`config.mk`:
```
export PLATFORM = sky130hd
export DESIGN_NAME = bpr_queue
export DESIGN_NICKNAME = d
export VERILOG_FILES = /design/src/sv/bpr_pkg.sv /design/src/sv/bpr_queue.sv
export SDC_FILE = /design/constraint.sdc
export NUM_CORES = 1
export LEC_CHECK = 0
export BUFFER_PORTS_ARGS = -buffer_cell sky130_fd_sc_hd__buf_2
export CAP_MARGIN = 0
export CORE_ASPECT_RATIO = 0.7
export CORE_MARGIN = 5
export CORE_UTILIZATION = 45
export CTS_BUF_LIST = sky130_fd_sc_hd__clkbuf_8
export DETAILED_ROUTE_END_ITERATION = 10
export PLACE_DENSITY = 0.77
export SETUP_SLACK_MARGIN = 0.02
export SYNTH_ARGS = -nofsm -noshare
export SYNTH_HDL_FRONTEND = slang
export SYNTH_SLANG_ARGS = --single-unit
```
`constraint.sdc`:
```
create_clock -name clk -period 1.8 [get_ports clk]
set_input_delay 0.27 -clock clk [delete_from_list [all_inputs] [get_ports clk]]
set_output_delay 0.27 -clock clk [all_outputs]
set_load 0.005 [all_outputs]
```
`src/sv/bpr_pkg.sv`:
```
// ----------------------------------------------------------------------------
// bpr_pkg
// Shared types, codes and sizes for the byte pipe ring buffer.
// ----------------------------------------------------------------------------
package bpr_pkg;

    // Ring store size and derived widths
    localparam int RING_DEPTH = 4096;
    localparam int ADDR_W     = $clog2(RING_DEPTH);
    localparam int CNT_W      = $clog2(RING_DEPTH + 1);
    localparam int FILL_W     = 13;
    localparam int BYTE_W     = 8;

    // Decoupling queue between front and back
    localparam int QUEUE_DEPTH = 4;
    localparam int QPTR_W      = $clog2(QUEUE_DEPTH);
    localparam int QLVL_W      = $clog2(QUEUE_DEPTH + 1);

    typedef enum logic [1:0] {
        ACT_WRITE       = 2'd0,
        ACT_READ        = 2'd1,
        ACT_CLOSE_READ  = 2'd2,
        ACT_CLOSE_WRITE = 2'd3
    } action_t;

    typedef enum logic [2:0] {
        ST_OK     = 3'd0,
        ST_WAIT   = 3'd1,
        ST_AGAIN  = 3'd2,
        ST_INTR   = 3'd3,
        ST_EOF    = 3'd4,
        ST_BROKEN = 3'd5
    } status_t;

    // What the back end does with the ring store for one transaction
    typedef enum logic [1:0] {
        KIND_NONE  = 2'd0,
        KIND_WRITE = 2'd1,
        KIND_READ  = 2'd2
    } op_kind_t;

    typedef struct packed {
        op_kind_t            kind;
        logic [ADDR_W-1:0]   addr;
        logic [BYTE_W-1:0]   data;
        status_t             status;
        logic [FILL_W-1:0]   fill;
    } bpr_op_t;

    typedef struct packed {
        logic full;
        logic empty;
    } bpr_qstat_t;

endpackage

```
`src/sv/bpr_queue.sv`:
```
// ----------------------------------------------------------------------------
// bpr_queue
// Short register queue of decoded operations between front and back.
// ----------------------------------------------------------------------------
module bpr_queue (
    input  logic                 clk,
    input  logic                 rst_n,
    input  logic                 push,
    input  bpr_pkg::bpr_op_t     push_op,
    input  logic                 pop,
    output bpr_pkg::bpr_op_t     head_op,
    output bpr_pkg::bpr_qstat_t  qstat
);
    import bpr_pkg::*;

    bpr_op_t           entry [QUEUE_DEPTH];
    logic [QPTR_W-1:0] wr_ptr_reg, rd_ptr_reg;
    logic [QLVL_W-1:0] level_reg, level_next;

    assign qstat.full  = (level_reg == QLVL_W'(QUEUE_DEPTH));
    assign qstat.empty = (level_reg == '0);
    assign head_op     = entry[rd_ptr_reg];

    always_comb
    begin
        level_next = level_reg;
        if (push && !pop)
        begin
            level_next = level_reg + QLVL_W'(1);
        end
        else if (pop && !push)
        begin
            level_next = level_reg - QLVL_W'(1);
        end
    end

    always_ff @(posedge clk)
    begin
        if (push)
        begin
            entry[wr_ptr_reg] <= push_op;
        end
    end

    always_ff @(posedge clk or negedge rst_n)
    begin
        if (!rst_n)
        begin
            wr_ptr_reg <= '0;
            rd_ptr_reg <= '0;
            level_reg  <= '0;
        end
        else
        begin
            if (push)
            begin
                wr_ptr_reg <= (wr_ptr_reg == QPTR_W'(QUEUE_DEPTH - 1))
                              ? '0 : wr_ptr_reg + QPTR_W'(1);
            end
            if (pop)
            begin
                rd_ptr_reg <= (rd_ptr_reg == QPTR_W'(QUEUE_DEPTH - 1))
                              ? '0 : rd_ptr_reg + QPTR_W'(1);
            end
            level_reg <= level_next;
        end
    end

    a_no_underflow: assert property (@(posedge clk) disable iff (!rst_n)
        pop |-> !qstat.empty)
        else $error("queue popped while empty");

endmodule

```
==> reports/results.md <==
| Stage | Item | Value |
|---|---|---|
| layout | Layout Cells excl Fill | 529 |
| floorplanning | Die Footprint | 15650 um2 |
| worst setup path | Crit path max fanout | 8 |
| placed design | Gpl congestion | 0.6748 |
| worst hold path | Class of the tightest hold or removal check | in2reg |
| floorplanning | Area of the core | 13050 um2 |
| layout | Final design utilization | 55.26% |
| route | Count of antenna-violating nets left after detailed routing | 0 |
| global route | Number of antenna violations at the first check in global routing | 0 |
| synth | Average size of a mapped cell | 25.19 um2 |
| outcome | Result of the run | complete, but fails checks |
| synth | Count of unique library cells instantiated by Yosys | 19 |
| layout | Area occupied by registers | 4742 um2 |
| sta | Worst setup slack after layout | -0.2431 ns |
| route | DR pass1 iterations | 4 |
| placed design | Estimated wirelength of the detail-placed design | 6.540 mm |
| clock tree | Clock latency at the later pin of the worst-skew pair | 0.43 ns |
| synth | Cells after Synth | 236 |
| global route | Wire length of the first global-routing pass | 16.35 mm |
| sta | Final hold violation count | 0 |
| clock tree | Number of CTS-inserted buffers | 17 |
| sta | Transition time at the pin with the least slew margin | 0.3536 ns |
| sta | Achievable Freq | 489.5 MHz |
| synth | Number of nets in the synthesized netlist | 285 |
| run | Number of maximum-capacitance violations | 0 |
| clock tree | Clock Pin Slew Worst Setup and Hold Paths | 0.09 ns |
| route | Post-detailed-route via-to-cell ratio | 5.223 |
| pwr | Static power due to leakage | 2.534 nW |
| sta | Final worst hold slack | 0.04414 ns |
| route | Number of DRC violations after detailed routing | 0 |
| sta | Aggregate negative setup slack | -8.492 ns |
| placed design | Placed Cells | 486 |
| worst setup path | Kind of critical path | reg2out |
| global route | Global-route usage over all layers | 14.05% |
| floorplanning | Die outline height | 106.2 um |
| floorplanning | Effective utilization at floorplan | 45.56% |
| layout | Number of fill cells | 1010 |
| global route | Largest net degree at the start of global routing | 25 |
| clock tree | TritonCTS clock tree | done |
| global route | Vias in the first global route | 3022 |
| layout | Multi-input logic area | 1082 um2 |
| synth | Syn. warnings | 0 |
| route | Total Routed Length | 10.70 mm |
| sta | Skew final | 0.009573 ns |
| sta | Final-report max-slew violation count | 0 |
| worst hold path | Number of cells on the worst hold path | 1 |
| clock tree | H-tree level count | 4 |
| route | DR WL/cell | 20.22 um |
| worst setup path | List of cells traversed by the critical path | buf_4, clkbuf_16, mux4_2, buf_2 |
| clock tree | Root buffer selected by CTS | clkbuf_8 |
| outcome | Violated checks | setup timing |
| clock tree | Sink count of the clock tree | 159 |
| route | Via count | 2763 |
| layout | Fraction of layout instances using a drive strength above 1 | 48.90% |
| layout | Nets | 398 |
| worst setup path | Crit. path cell count | 4 |
| sta | Tcrit/Tclk final | 113.5% |
| placed design | Count of port buffers added during placement | 81 |
| synth | Mapped cell area | 5946 um2 |
| worst setup path | Required time reported for the critical path endpoint | 1.53 ns |
| floorplanning | Number of top-level pins | 82 |
| layout | Commonest cells after routing, fill and taps aside | 152 x edfxtp_1, 75 x buf_2, 38 x mux4_2, 17 x clkbuf_8 |
| worst setup path | Startpoint types | flip-flop |
| synth | Post-synthesis register bit count | 159 |
| worst setup path | Critical path's top delay family | multiplexers |
| pwr | Power density over cell area | 1533 nW/um2 |
| sta | Final setup violating endpoints | 38 |
| layout | Max reg flops | 152 |
| pwr | Overall power of the completed layout | 11.06 mW |
| synth | Register area share after synthesis | 79.71% |
| layout | Most common cell after layout, fill and taps aside | edfxtp_1 |
| global route | Total congestion overflow after global routing | 0 |
| floorplanning | DIE WIDTH | 147.4 um |
| clock tree | Maximum count of clock buffers along a single path | 2 |
| sta | Final worst path period need | 2.043 ns |
| layout | Area growth from synthesis to final layout | 21.30% |
| worst setup path | Cell with the biggest individual delay on the critical path | mux4_2 |
| route | Initial DRC Count | 162 |
| worst setup path | Data arrival at the endpoint of the critical path | 1.77 ns |
| pwr | Worst IR Drop VDD | 0.0006410 V |
| sta | Relative max-transition margin | 76.42% |
| worst setup path | Critical path buffers and inverters | 3 |
| sta | RSZ-0062 raised after global routing | true |
| worst setup path | Endpoint kind of the worst setup timing path | output pin |
| floorplanning | Count of standard-cell rows | 35 |
| worst setup path | Logic depth of the worst register-to-register path | 5 |
| worst setup path | CP peak stage delay | 0.49 ns |
[stage by stage]
stage               area (um2)  worst slack [ns]
floorplan                 5951            0.2540
global placement          6618            0.2013
detailed placement        6618            0.2002
CTS                       7012           -0.2917
global route              7209           -0.3391
finish                    7212           -0.2431
[power breakdown]
group,switching [mW],leakage (nW),internal [mW]
sequential,0.194,1.48,4.75
clock,1.28,0.190,1.22
combinational,1.58,0.867,2.03
total,3.05,2.53,8.01
[cell type report]
| cell class | count | area share, % |
|---|---|---|
| Clock inverter | 15 | 1.995 |
| Tap cell | 166 | 2.880 |
| Clock buffer | 17 | 3.244 |
| Inverter | 4 | 0.2082 |
| Timing Repair Buffer | 103 | 10.88 |
| Sequential cell | 159 | 65.75 |
| Multi-Input combinational cell | 64 | 15.01 |
| Antenna cell | 1 | 0.03470 |
[cells in the mapped netlist]
cell      count  share of area (%)
and2_1        4               0.42
mux2_2        3               0.57
inv_1         4               0.25
buf_6         1               0.19
nor2_1        3               0.19
o21ai_0       2               0.17
buf_4         1               0.13
mux4_2       38                 14
dfrtp_1       7                2.9
xnor2_1       1               0.15
buf_12        4                1.3
edfxtp_1    152                 77
buf_2         3               0.25
nor3_1        1              0.084
ha_1          6                1.3
fa_1          1               0.34
nand2_1       2               0.13
nor3b_1       1               0.13
xor2_1        2               0.29
[logic make-up after synthesis]
logic type      synth area share, %
compound gates               0.1684
xor+xnor                     0.4420
fa+ha+maj                     1.599
buf+inv                       2.167
flops                         79.71
mux                           14.96
simple gates                 0.9469
[repair_timing]
item                                    4_1_cts  5_1_grt
endpoints found under the setup margin       38       38
cloned                                        0        5
hold buffers                                  1        0
endpoints found under the hold margin         7        0
resized for setup                             1        8
buffers inserted                              0        4
pin swaps                                     0        0
[layer usage]
layer | up-vias | share of wire (%) | track usage (%)
li1 | 1216 | - | -
met5 | - | 0 | 0
met4 | 0 | 0.93 | 5.120
met3 | 10 | 8.7 | 5.539
met1 | 1437 | 42 | 17.22
met2 | 100 | 48 | 22.86
[path summary, 6_finish.rpt]
kind                                           startpoint                         to  slack [ns]
max in group asynchronous                           rst_n  rd_ptr_reg[0]$_DFFE_PN0P_        1.41
worst min-delay path                           push_op[7]      entry[2][7]$_DFFE_PP_        0.04
min in group asynchronous                           rst_n   level_reg[2]$_DFFE_PN0P_        0.20
worst min register to register   level_reg[2]$_DFFE_PN0P_   level_reg[2]$_DFFE_PN0P_        0.51
worst max-delay path            rd_ptr_reg[0]$_DFFE_PN0P_                head_op[34]       -0.24
worst max register to register  rd_ptr_reg[0]$_DFFE_PN0P_  rd_ptr_reg[1]$_DFFE_PN0P_        0.32
[worst reg2reg max path, stage by stage, from the launching register on]
cell	delay (ns)
dfrtp_2	0.44
buf_12	0.14
buf_12	0.13
buf_4	0.13
ha_1	0.27
mux2_2	0.26
(Power assumes the default switching activity.)
