### config.mk
export PLATFORM = sky130hd
export DESIGN_NAME = bpr_front
export DESIGN_NICKNAME = d
export VERILOG_FILES = /design/src/sv/bpr_pkg.sv /design/src/sv/bpr_front.sv
export SDC_FILE = /design/constraint.sdc
export NUM_CORES = 1
export LEC_CHECK = 0
export ABC_AREA = 1
export BUFFER_PORTS_ARGS = -buffer_cell sky130_fd_sc_hd__buf_2
export CAP_MARGIN = 15
export CORE_ASPECT_RATIO = 1.25
export CORE_MARGIN = 5
export CORE_UTILIZATION = 28
export CTS_CLUSTER_DIAMETER = 30
export DETAILED_ROUTE_END_ITERATION = 8
export GPL_TIMING_DRIVEN = 1
export PLACE_DENSITY = 0.47
export SLEW_MARGIN = 20
export SYNTH_ARGS = -nofsm -noshare
export SYNTH_HDL_FRONTEND = slang
export SYNTH_SLANG_ARGS = --single-unit
### constraint.sdc
create_clock -name clk -period 2 [get_ports clk]
set_input_delay 0.1 -clock clk [delete_from_list [all_inputs] [get_ports clk]]
set_output_delay 0.1 -clock clk [all_outputs]
set_load 0.01 [all_outputs]
### src/sv/bpr_pkg.sv
// ----------------------------------------------------------------------------
// bpr_pkg
// Shared types, codes and sizes for the byte pipe ring buffer.
// ----------------------------------------------------------------------------
package bpr_pkg;

    // Ring store size and derived widths
    localparam int RING_DEPTH = 4096;
    localparam int ADDR_W     = $clog2(RING_DEPTH);
    localparam int CNT_W      = $clog2(RING_DEPTH + 1);
    localparam int FILL_W     = 13;
    localparam int BYTE_W     = 8;

    // Decoupling queue between front and back
    localparam int QUEUE_DEPTH = 4;
    localparam int QPTR_W      = $clog2(QUEUE_DEPTH);
    localparam int QLVL_W      = $clog2(QUEUE_DEPTH + 1);

    typedef enum logic [1:0] {
        ACT_WRITE       = 2'd0,
        ACT_READ        = 2'd1,
        ACT_CLOSE_READ  = 2'd2,
        ACT_CLOSE_WRITE = 2'd3
    } action_t;

    typedef enum logic [2:0] {
        ST_OK     = 3'd0,
        ST_WAIT   = 3'd1,
        ST_AGAIN  = 3'd2,
        ST_INTR   = 3'd3,
        ST_EOF    = 3'd4,
        ST_BROKEN = 3'd5
    } status_t;

    // What the back end does with the ring store for one transaction
    typedef enum logic [1:0] {
        KIND_NONE  = 2'd0,
        KIND_WRITE = 2'd1,
        KIND_READ  = 2'd2
    } op_kind_t;

    typedef struct packed {
        op_kind_t            kind;
        logic [ADDR_W-1:0]   addr;
        logic [BYTE_W-1:0]   data;
        status_t             status;
        logic [FILL_W-1:0]   fill;
    } bpr_op_t;

    typedef struct packed {
        logic full;
        logic empty;
    } bpr_qstat_t;

endpackage

### src/sv/bpr_front.sv
// ----------------------------------------------------------------------------
// bpr_front
// Accepts byte operations, decides their status and fill level, tracks
// pointers and end states, and hands store work to the queue.
// ----------------------------------------------------------------------------
module bpr_front (
    input  logic                         clk,
    input  logic                         rst_n,
    input  logic                         cfg_wr_en,
    input  logic                         cfg_wr_data,
    input  logic                         in_valid,
    output logic                         in_stall,
    input  logic [1:0]                   action,
    input  logic [bpr_pkg::BYTE_W-1:0]   data_in,
    input  logic                         caller_killed,
    output logic                         push,
    output bpr_pkg::bpr_op_t             push_op,
    input  bpr_pkg::bpr_qstat_t          qstat
);
    import bpr_pkg::*;

    logic              nonblocking_reg;
    logic [ADDR_W-1:0] rd_ptr_reg, rd_ptr_next;
    logic [CNT_W-1:0]  count_reg, count_next;
    logic              reader_open_reg, reader_open_next;
    logic              writer_open_reg, writer_open_next;

    logic              accept;
    logic [CNT_W:0]    slot_sum;
    logic [CNT_W:0]    slot_wrap;
    status_t           refusal;

    assign in_stall = qstat.full;
    assign accept   = in_valid && !qstat.full;
    assign push     = accept;

    assign refusal = nonblocking_reg ? ST_AGAIN : (caller_killed ? ST_INTR : ST_WAIT);

    // Tail slot = head + count, wrapped once (sum stays below twice the depth)
    assign slot_sum  = (CNT_W+1)'(rd_ptr_reg) + {1'b0, count_reg};
    assign slot_wrap = (slot_sum >= (CNT_W+1)'(RING_DEPTH))
                       ? slot_sum - (CNT_W+1)'(RING_DEPTH) : slot_sum;

    always_comb
    begin
        rd_ptr_next      = rd_ptr_reg;
        count_next       = count_reg;
        reader_open_next = reader_open_reg;
        writer_open_next = writer_open_reg;
        push_op.kind     = KIND_NONE;
        push_op.addr     = rd_ptr_reg;
        push_op.data     = data_in;
        push_op.status   = ST_OK;
        case (action)
            ACT_WRITE:
            begin
                push_op.addr = ADDR_W'(slot_wrap);
                if (!reader_open_reg)
                begin
                    push_op.status = ST_BROKEN;
                end
                else if (count_reg >= CNT_W'(RING_DEPTH))
                begin
                    push_op.status = refusal;
                end
                else
                begin
                    push_op.kind = KIND_WRITE;
                    count_next   = count_reg + CNT_W'(1);
                end
            end
            ACT_READ:
            begin
                if (count_reg == '0)
                begin
                    push_op.status = writer_open_reg ? refusal : ST_EOF;
                end
                else
                begin
                    push_op.kind = KIND_READ;
                    rd_ptr_next  = (rd_ptr_reg == ADDR_W'(RING_DEPTH - 1))
                                   ? '0 : rd_ptr_reg + ADDR_W'(1);
                    count_next   = count_reg - CNT_W'(1);
                end
            end
            ACT_CLOSE_READ:
            begin
                reader_open_next = 1'b0;
            end
            ACT_CLOSE_WRITE:
            begin
                writer_open_next = 1'b0;
            end
            default:
            begin
                push_op.kind = KIND_NONE;
            end
        endcase
        push_op.fill = FILL_W'(count_next);
    end

    always_ff @(posedge clk or negedge rst_n)
    begin
        if (!rst_n)
        begin
            nonblocking_reg <= 1'b0;
            rd_ptr_reg      <= '0;
            count_reg       <= '0;
            reader_open_reg <= 1'b1;
            writer_open_reg <= 1'b1;
        end
        else
        begin
            if (cfg_wr_en)
            begin
                nonblocking_reg <= cfg_wr_data;
            end
            if (accept)
            begin
                rd_ptr_reg      <= rd_ptr_next;
                count_reg       <= count_next;
                reader_open_reg <= reader_open_next;
                writer_open_reg <= writer_open_next;
            end
        end
    end

    // A closed end never reopens
    a_reader_stays_closed: assert property (@(posedge clk) disable iff (!rst_n)
        !reader_open_reg |=> !reader_open_reg)
        else $error("read end reopened");

    a_writer_stays_closed: assert property (@(posedge clk) disable iff (!rst_n)
        !writer_open_reg |=> !writer_open_reg)
        else $error("write end reopened");

    // Held byte count never exceeds the store
    a_count_bound: assert property (@(posedge clk) disable iff (!rst_n)
        count_reg <= CNT_W'(RING_DEPTH))
        else $error("byte count above ring depth");

endmodule

==> results of run 1 <==
==> cells by family after synthesis <==
family / count (synthesis) / synth area share (%)
AOI/OAI and AO/OA: 63 / 12.1
xor gates and xnor gates: 12 / 3.78
adders and majority gates: 16 / 6.54
buffers and inverters: 80 / 12.1
DFF: 28 / 22.2
and+or+nand+nor: 266 / 43.3
==> path summary, 6_finish.rpt <==
kind / start / endpoint
max: count_reg[0] / push_op[30]
min: cfg_wr_en / nonblocking_reg
max reg2reg: count_reg[0] / rd_ptr_reg[0]
min reg2reg: writer_open_reg / writer_open_reg
max in group asynchronous: rst_n / count_reg[10]
min in group asynchronous: rst_n / rd_ptr_reg[1]
==> final cells by class <==
| cell class | count | area, um2 | area share, % |
|---|---|---|---|
| multi-input combinational | 359 | 2640 | 57.5 |
| sequential | 28 | 706 | 15.3 |
| clock buffer | 4 | 78.8 | 1.71 |
| tap | 135 | 169 | 3.67 |
| inverter | 59 | 231 | 5.03 |
| timing repair buffer | 105 | 772 | 16.8 |
==> placed cells by master (no fill, tap or decap), types with 5 or more instances in the layout <==
| cell type | instances |
|---|---|
| nor2_4 | 13 |
| nand2_1 | 118 |
| o21ai_2 | 12 |
| inv_2 | 9 |
| nand2_2 | 10 |
| inv_1 | 46 |
| nand2_4 | 9 |
| xor2_1 | 5 |
| nand3_1 | 27 |
| nand4_1 | 18 |
| buf_2 | 34 |
| o21ai_0 | 13 |
| nand3_2 | 19 |
| buf_6 | 15 |
| nor3_1 | 10 |
| buf_4 | 53 |
| ha_4 | 10 |
| nor2_1 | 17 |
| o21ai_1 | 14 |
| a21oi_1 | 5 |
| dfrtp_1 | 24 |
==> routing by layer <==
metal | up-vias | track usage [%] | routed length (um)
met4 | 0 | 5.87 | 331
met5 | - | 0 | 0
li1 | 1712 | - | -
met1 | 1594 | 17.2 | 4380
met2 | 70 | 28.4 | 5770
met3 | 24 | 1.54 | 346
==> per-stage QoR <==
stage	cell area (um2)	hold slack, ns	power, mW	std cells
4_1_cts	4090	0.0308	6.09	671
3_5_place_dp	3670	0.200	4.91	657
6_report	4600	0.0340	6.90	690
3_3_place_gp	3670	0.200	4.90	657
2_1_floorplan	3170	-0.196	3.54	465
5_1_grt	4600	0.0441	7.45	690
==> report_power, final <==
group / internal [mW] / switching [mW]
sequential: 0.778 / 0.221
combinational: 2.35 / 3.07
clock: 0.274 / 0.214
==> critical path, delay by kind of cell, from the launching register on <==
kind	cells	cell delay [ns]
compound gates	1	0.07
fa+ha+maj	2	0.56
simple gates	3	0.26
flops	1	0.36
xor+xnor	1	0.18
buf+inv	3	0.32
==> repair_timing <==
action | 4_1_cts | 5_1_grt
setup buffers | 7 | 18
setup endpoints to repair | 17 | 26
gates resized for setup | 58 | 80
pin swaps | 15 | 36
endpoints found under the hold margin | 27 | 0
hold buffers | 2 | 0
gates cloned | 1 | 1
==> reports/qor.txt, run 1 <==
status: finished with violations
failing checks: setup timing
DR vias/cell: 4.93
clk sinks: 28
H-tree levels: 1
Yosys top cell area share: 20.5%
r2r setup slk: 0.02 ns
IO Port Bufs: 40
nets: 590
Worst Path Arrival: 2.03 ns
Final period util: 106%
Pleak: 2.21 nW
post-layout util: 41.5%
initial antenna violation count: 0
initial drt markers: 105
Post-Syn Instances: 465
worst slew pin tran: 0.712 ns
Fillers: 1156
largest net degree at the start of global routing: 29
Slowest Stage Delay on Critical Path: 0.37 ns
hold depth: 2
Worst Skew: 0.00607 ns
most numerous cell in the Yosys netlist: nand2_1
most frequent cells after synthesis: 131 x nand2_1, 52 x inv_1, 44 x nand3_1, 26 x dfrtp_1, 24 x o21ai_0
Core ar.: 0.0111 mm2
peak supply drop: 0.955 mV
Initial Utilization: 28.6%
crit end category: output port
CTS tree: done
GRT overflow: 0
Yosys top cell by area: dfrtp_1
clk slew on worst S/H paths: 0.07 ns
die area: 0.0136 mm2
gp weighted congestion: 0.865
clk root buf: clkbuf_16
# rows: 43
RSZ-0062 raised after global routing: true
Max-Cap Viols: 0
maximum clock rate: 470 MHz
Crit-path slowest cell: fa_2
P&R area growth vs syn: 44.9%
dpl hpwl: 7920 um
Yosys cell types: 44
Worst Hold Class: in -> reg
1st-pass router iterations: 6
max reg flops: 13
drt wl/cell: 15.7 um
post-route DRC violation count: 0
ys flop type: dfrtp_1
worst relative slew slack: 52.5%
Hold Fails Final Rpt: 0
crit path cell chain: ha_2 -> inv_2 -> fa_2 -> buf_6 -> nor3_2 -> nor2_1 -> xnor2_1 -> nand2_1 -> o21ai_2 -> buf_2
pwr/cell area: 1500 mW/mm2
synth warn: 0
Mapped Nets: 499
post-route ant nets: 0
CP Class: reg -> out
Pins Over Slew Limit: 0
Clock Latency Late Sink: 0.27 ns
Worst Setup Start Kind: flip-flop
Final WS setup: -0.127 ns
Synth area leaders: dfrtp_1 20%, nand2_1 15%, nand3_1 6.9%
final WL: 10800 um
chip height: 129 um
Setup WS pre-CTS: 0.0368 ns
Final setup viols: 17
chip width: 105 um
Post-synth ARST share: 100%
first-pass GRT wire length: 16600 um
num ports: 58
Total GRT Usage: 15.0%
post-synthesis sequential area ratio: 22.2%
cts bufs inserted: 3
length in cells of the worst reg-to-reg path: 13
Mapped Area: 0.00317 mm2
vias in the first global route: 3376
# diodes: 0
DR vias: 3400
layout cells sized above 1: 42.7%
Fin Setup TNS: -1.27 ns
mean area per synthesized cell: 6.83 um2
Seq cells post-synth: 28
Tmin final: 2.13 ns
maximum fanout along the worst path: 2
worst endpoint required time: 1.90 ns
Longest Clk Path Bufs: 2
number of synthesized flops with an enable pin: 0
No activity file was read; power rests on OpenSTA's default activity.
==> run 2, diff against run 1 <==
--- a/config.mk
+++ b/config.mk
@@ -5,7 +5,6 @@
 export SDC_FILE = /design/constraint.sdc
 export NUM_CORES = 1
 export LEC_CHECK = 0
-export ABC_AREA = 1
 export BUFFER_PORTS_ARGS = -buffer_cell sky130_fd_sc_hd__buf_2
 export CAP_MARGIN = 15
 export CORE_ASPECT_RATIO = 1.25
@@ -14,7 +13,7 @@
 export CTS_CLUSTER_DIAMETER = 30
 export DETAILED_ROUTE_END_ITERATION = 8
 export GPL_TIMING_DRIVEN = 1
-export PLACE_DENSITY = 0.47
+export PLACE_DENSITY = 0.48
 export SLEW_MARGIN = 20
 export SYNTH_ARGS = -nofsm -noshare
 export SYNTH_HDL_FRONTEND = slang
==> reports/qor.txt, run 2 <==
status: finished with violations
failing checks: setup timing
largest net degree at the start of global routing: 29
dpl hpwl: 6710 um
Max-Cap Viols: 0
# diodes: 0
cts bufs inserted: 3
Yosys top cell area share: 24.6%
1st-pass router iterations: 4
H-tree levels: 1
DP Area: 0.00338 mm2
Fillers: 898
Longest Clk Path Bufs: 2
number of synthesized flops with an enable pin: 0
Synth area leaders: dfrtp_1 25%, ha_1 7.1%, nand2_1 6.4%
most frequent cells after synthesis: 45 x nand2_1, 30 x o21ai_0, 26 x dfrtp_1, 26 x nor2_1, 17 x a21oi_1
Hold Fails Final Rpt: 0
Worst Hold Class: in -> reg
Total GRT Usage: 15.9%
Mapped Area: 0.00264 mm2
Final WS setup: -0.432 ns
peak supply drop: 0.372 mV
chip height: 119 um
clk slew on worst S/H paths: 0.08 ns
DR vias: 2927
multi-input combinational cell area: 0.00227 mm2
clk root buf: clkbuf_16
fin cells: 581
worst relative slew slack: 53.3%
most frequent cells in the layout: 76 x buf_4, 38 x buf_2, 36 x nand2_1, 34 x buf_6, 22 x dfrtp_1
Setup WS pre-CTS: -0.208 ns
GRT overflow: 0
final WL: 9570 um
CP Class: reg -> out
vias in the first global route: 3035
chip width: 96.9 um
synth warn: 0
worst endpoint required time: 1.90 ns
Crit path max-delay family: simple AND/OR/NAND/NOR gates
Mapped Nets: 366
mean area per synthesized cell: 7.96 um2
Worst Skew: 0.00897 ns
post-synthesis sequential area ratio: 26.6%
flip-flop and latch area: 708 um2
Initial Utilization: 28.8%
Worst Path Arrival: 2.33 ns
final instance area: 0.00446 mm2
Post-Syn Instances: 332
Core ar.: 0.00917 mm2
worst slew pin tran: 0.701 ns
initial drt markers: 86
drt wl/cell: 16.5 um
die area: 0.0115 mm2
commonest non-fill, non-tap cell in the layout: buf_4
Final period util: 122%
post-route ant nets: 0
first-pass GRT wire length: 15100 um
Seq cells post-synth: 28
pwr/cell area: 961 mW/mm2
gp weighted congestion: 0.832
Crit-path slowest cell: or4b_4
layout cells sized above 1: 54.4%
Post-synth ARST share: 100%
cell count after placement: 536
CTS tree: done
Slowest Stage Delay on Critical Path: 0.57 ns
initial antenna violation count: 0
Pleak: 2.01 nW
Yosys top cell by area: dfrtp_1
# rows: 39
ys flop type: dfrtp_1
RSZ-0062 raised after global routing: true
Most common cell on crit path: buf_12
P&R area growth vs syn: 68.7%
Clock Latency Late Sink: 0.27 ns
Final setup viols: 32
IO Port Bufs: 40
post-route DRC violation count: 0
crit path cell chain: buf_12 -> buf_6 -> nor4_4 -> and3_4 -> or4b_4 -> buf_12 -> o22ai_4 -> xor2_1 -> buf_2
nets: 493
Tmin final: 2.43 ns
clk sinks: 28
maximum clock rate: 411 MHz
Pins Over Slew Limit: 0
Yosys cell types: 60
Worst Setup Start Kind: flip-flop
DR vias/cell: 5.04
crit end category: output port
num ports: 58
maximum fanout along the worst path: 3
Buf+Inv Stages, Crit Path: 4
most numerous cell in the Yosys netlist: nand2_1
max reg flops: 13
==> run 2: metal layers <==
metal / track usage [%] / part of all wire, % / vias up
met2: 30.9 / 56 / 63
met3: 1.89 / 3.0 / 12
met4: 3.95 / 1.3 / 0
li1: - / - / 1417
met5: 0 / 0 / -
met1: 18.2 / 39 / 1435
==> run 2: power by group <==
part           switching [mW]  total, mW  internal [mW]  leakage [nW]
Clock                   0.213      0.520          0.307        0.0442
Combinational            1.40       2.91           1.51          1.61
Sequential              0.157      0.850          0.694         0.355
==> run 2: worst paths after layout <==
check	cells past startpoint	startpoint	slack (ns)	to
setup / recovery	9	count_reg[3]	-0.43	push_op[11]
hold / removal	2	cfg_wr_data	0.06	nonblocking_reg
setup reg to reg	9	count_reg[3]	-0.19	count_reg[9]
hold reg to reg	2	writer_open_reg	0.51	writer_open_reg
max in group asynchronous	2	rst_n	1.09	count_reg[4]
min in group asynchronous	2	rst_n	0.41	rd_ptr_reg[8]
==> run 2: area by class of cell <==
| cell class | instances | area share, % |
|---|---|---|
| Timing Repair Buffer | 151 | 26.8 |
| Inverter | 11 | 1.04 |
| Multi-Input combinational cell | 264 | 50.9 |
| Tap cell | 123 | 3.45 |
| Sequential cell | 28 | 15.9 |
| Clock buffer | 4 | 1.99 |
==> run 2: repair_timing <==
action | 4_1_cts | 5_1_grt
endpoints found under the setup margin | 38 | 35
hold buffers | 1 | 0
buffers inserted | 21 | 24
pin swaps | 46 | 37
resized for setup | 79 | 71
endpoints found under the hold margin | 26 | 0
==> run 2: worst register-to-register path: stages, from the launching register on <==
cell and delay [ns]:
dfrtp_2 0.41, buf_12 0.12, buf_6 0.10, nor4_4 0.04, and3_4 0.20, or4b_4 0.57, o31ai_4 0.32, buf_4 0.16
nand2_2 0.04, xnor2_1 0.12
==> run 2: cell families after synthesis <==
logic type	share of synthesized area (%)
xor gates and xnor gates	10.3
adders and majority gates	7.86
buffers and inverters	8.33
AOI/OAI and AO/OA	19.2
DFF	26.6
and+or+nand+nor	26.1
muxes	1.61
==> run 2: stage by stage <==
step                      hold slack (ns)   TNS, ns  total power [mW]  util [%]
final                              0.0647     -7.42              4.28      48.6
after global routing               0.0784    -10.15              4.56      48.6
after CTS                          0.0594     -5.78              3.79      43.5
after detailed placement            0.193     -2.71              2.81      36.9
after global placement              0.180     -2.02              2.78      36.9
after floorplan                    -0.196  -0.00485              1.92         -
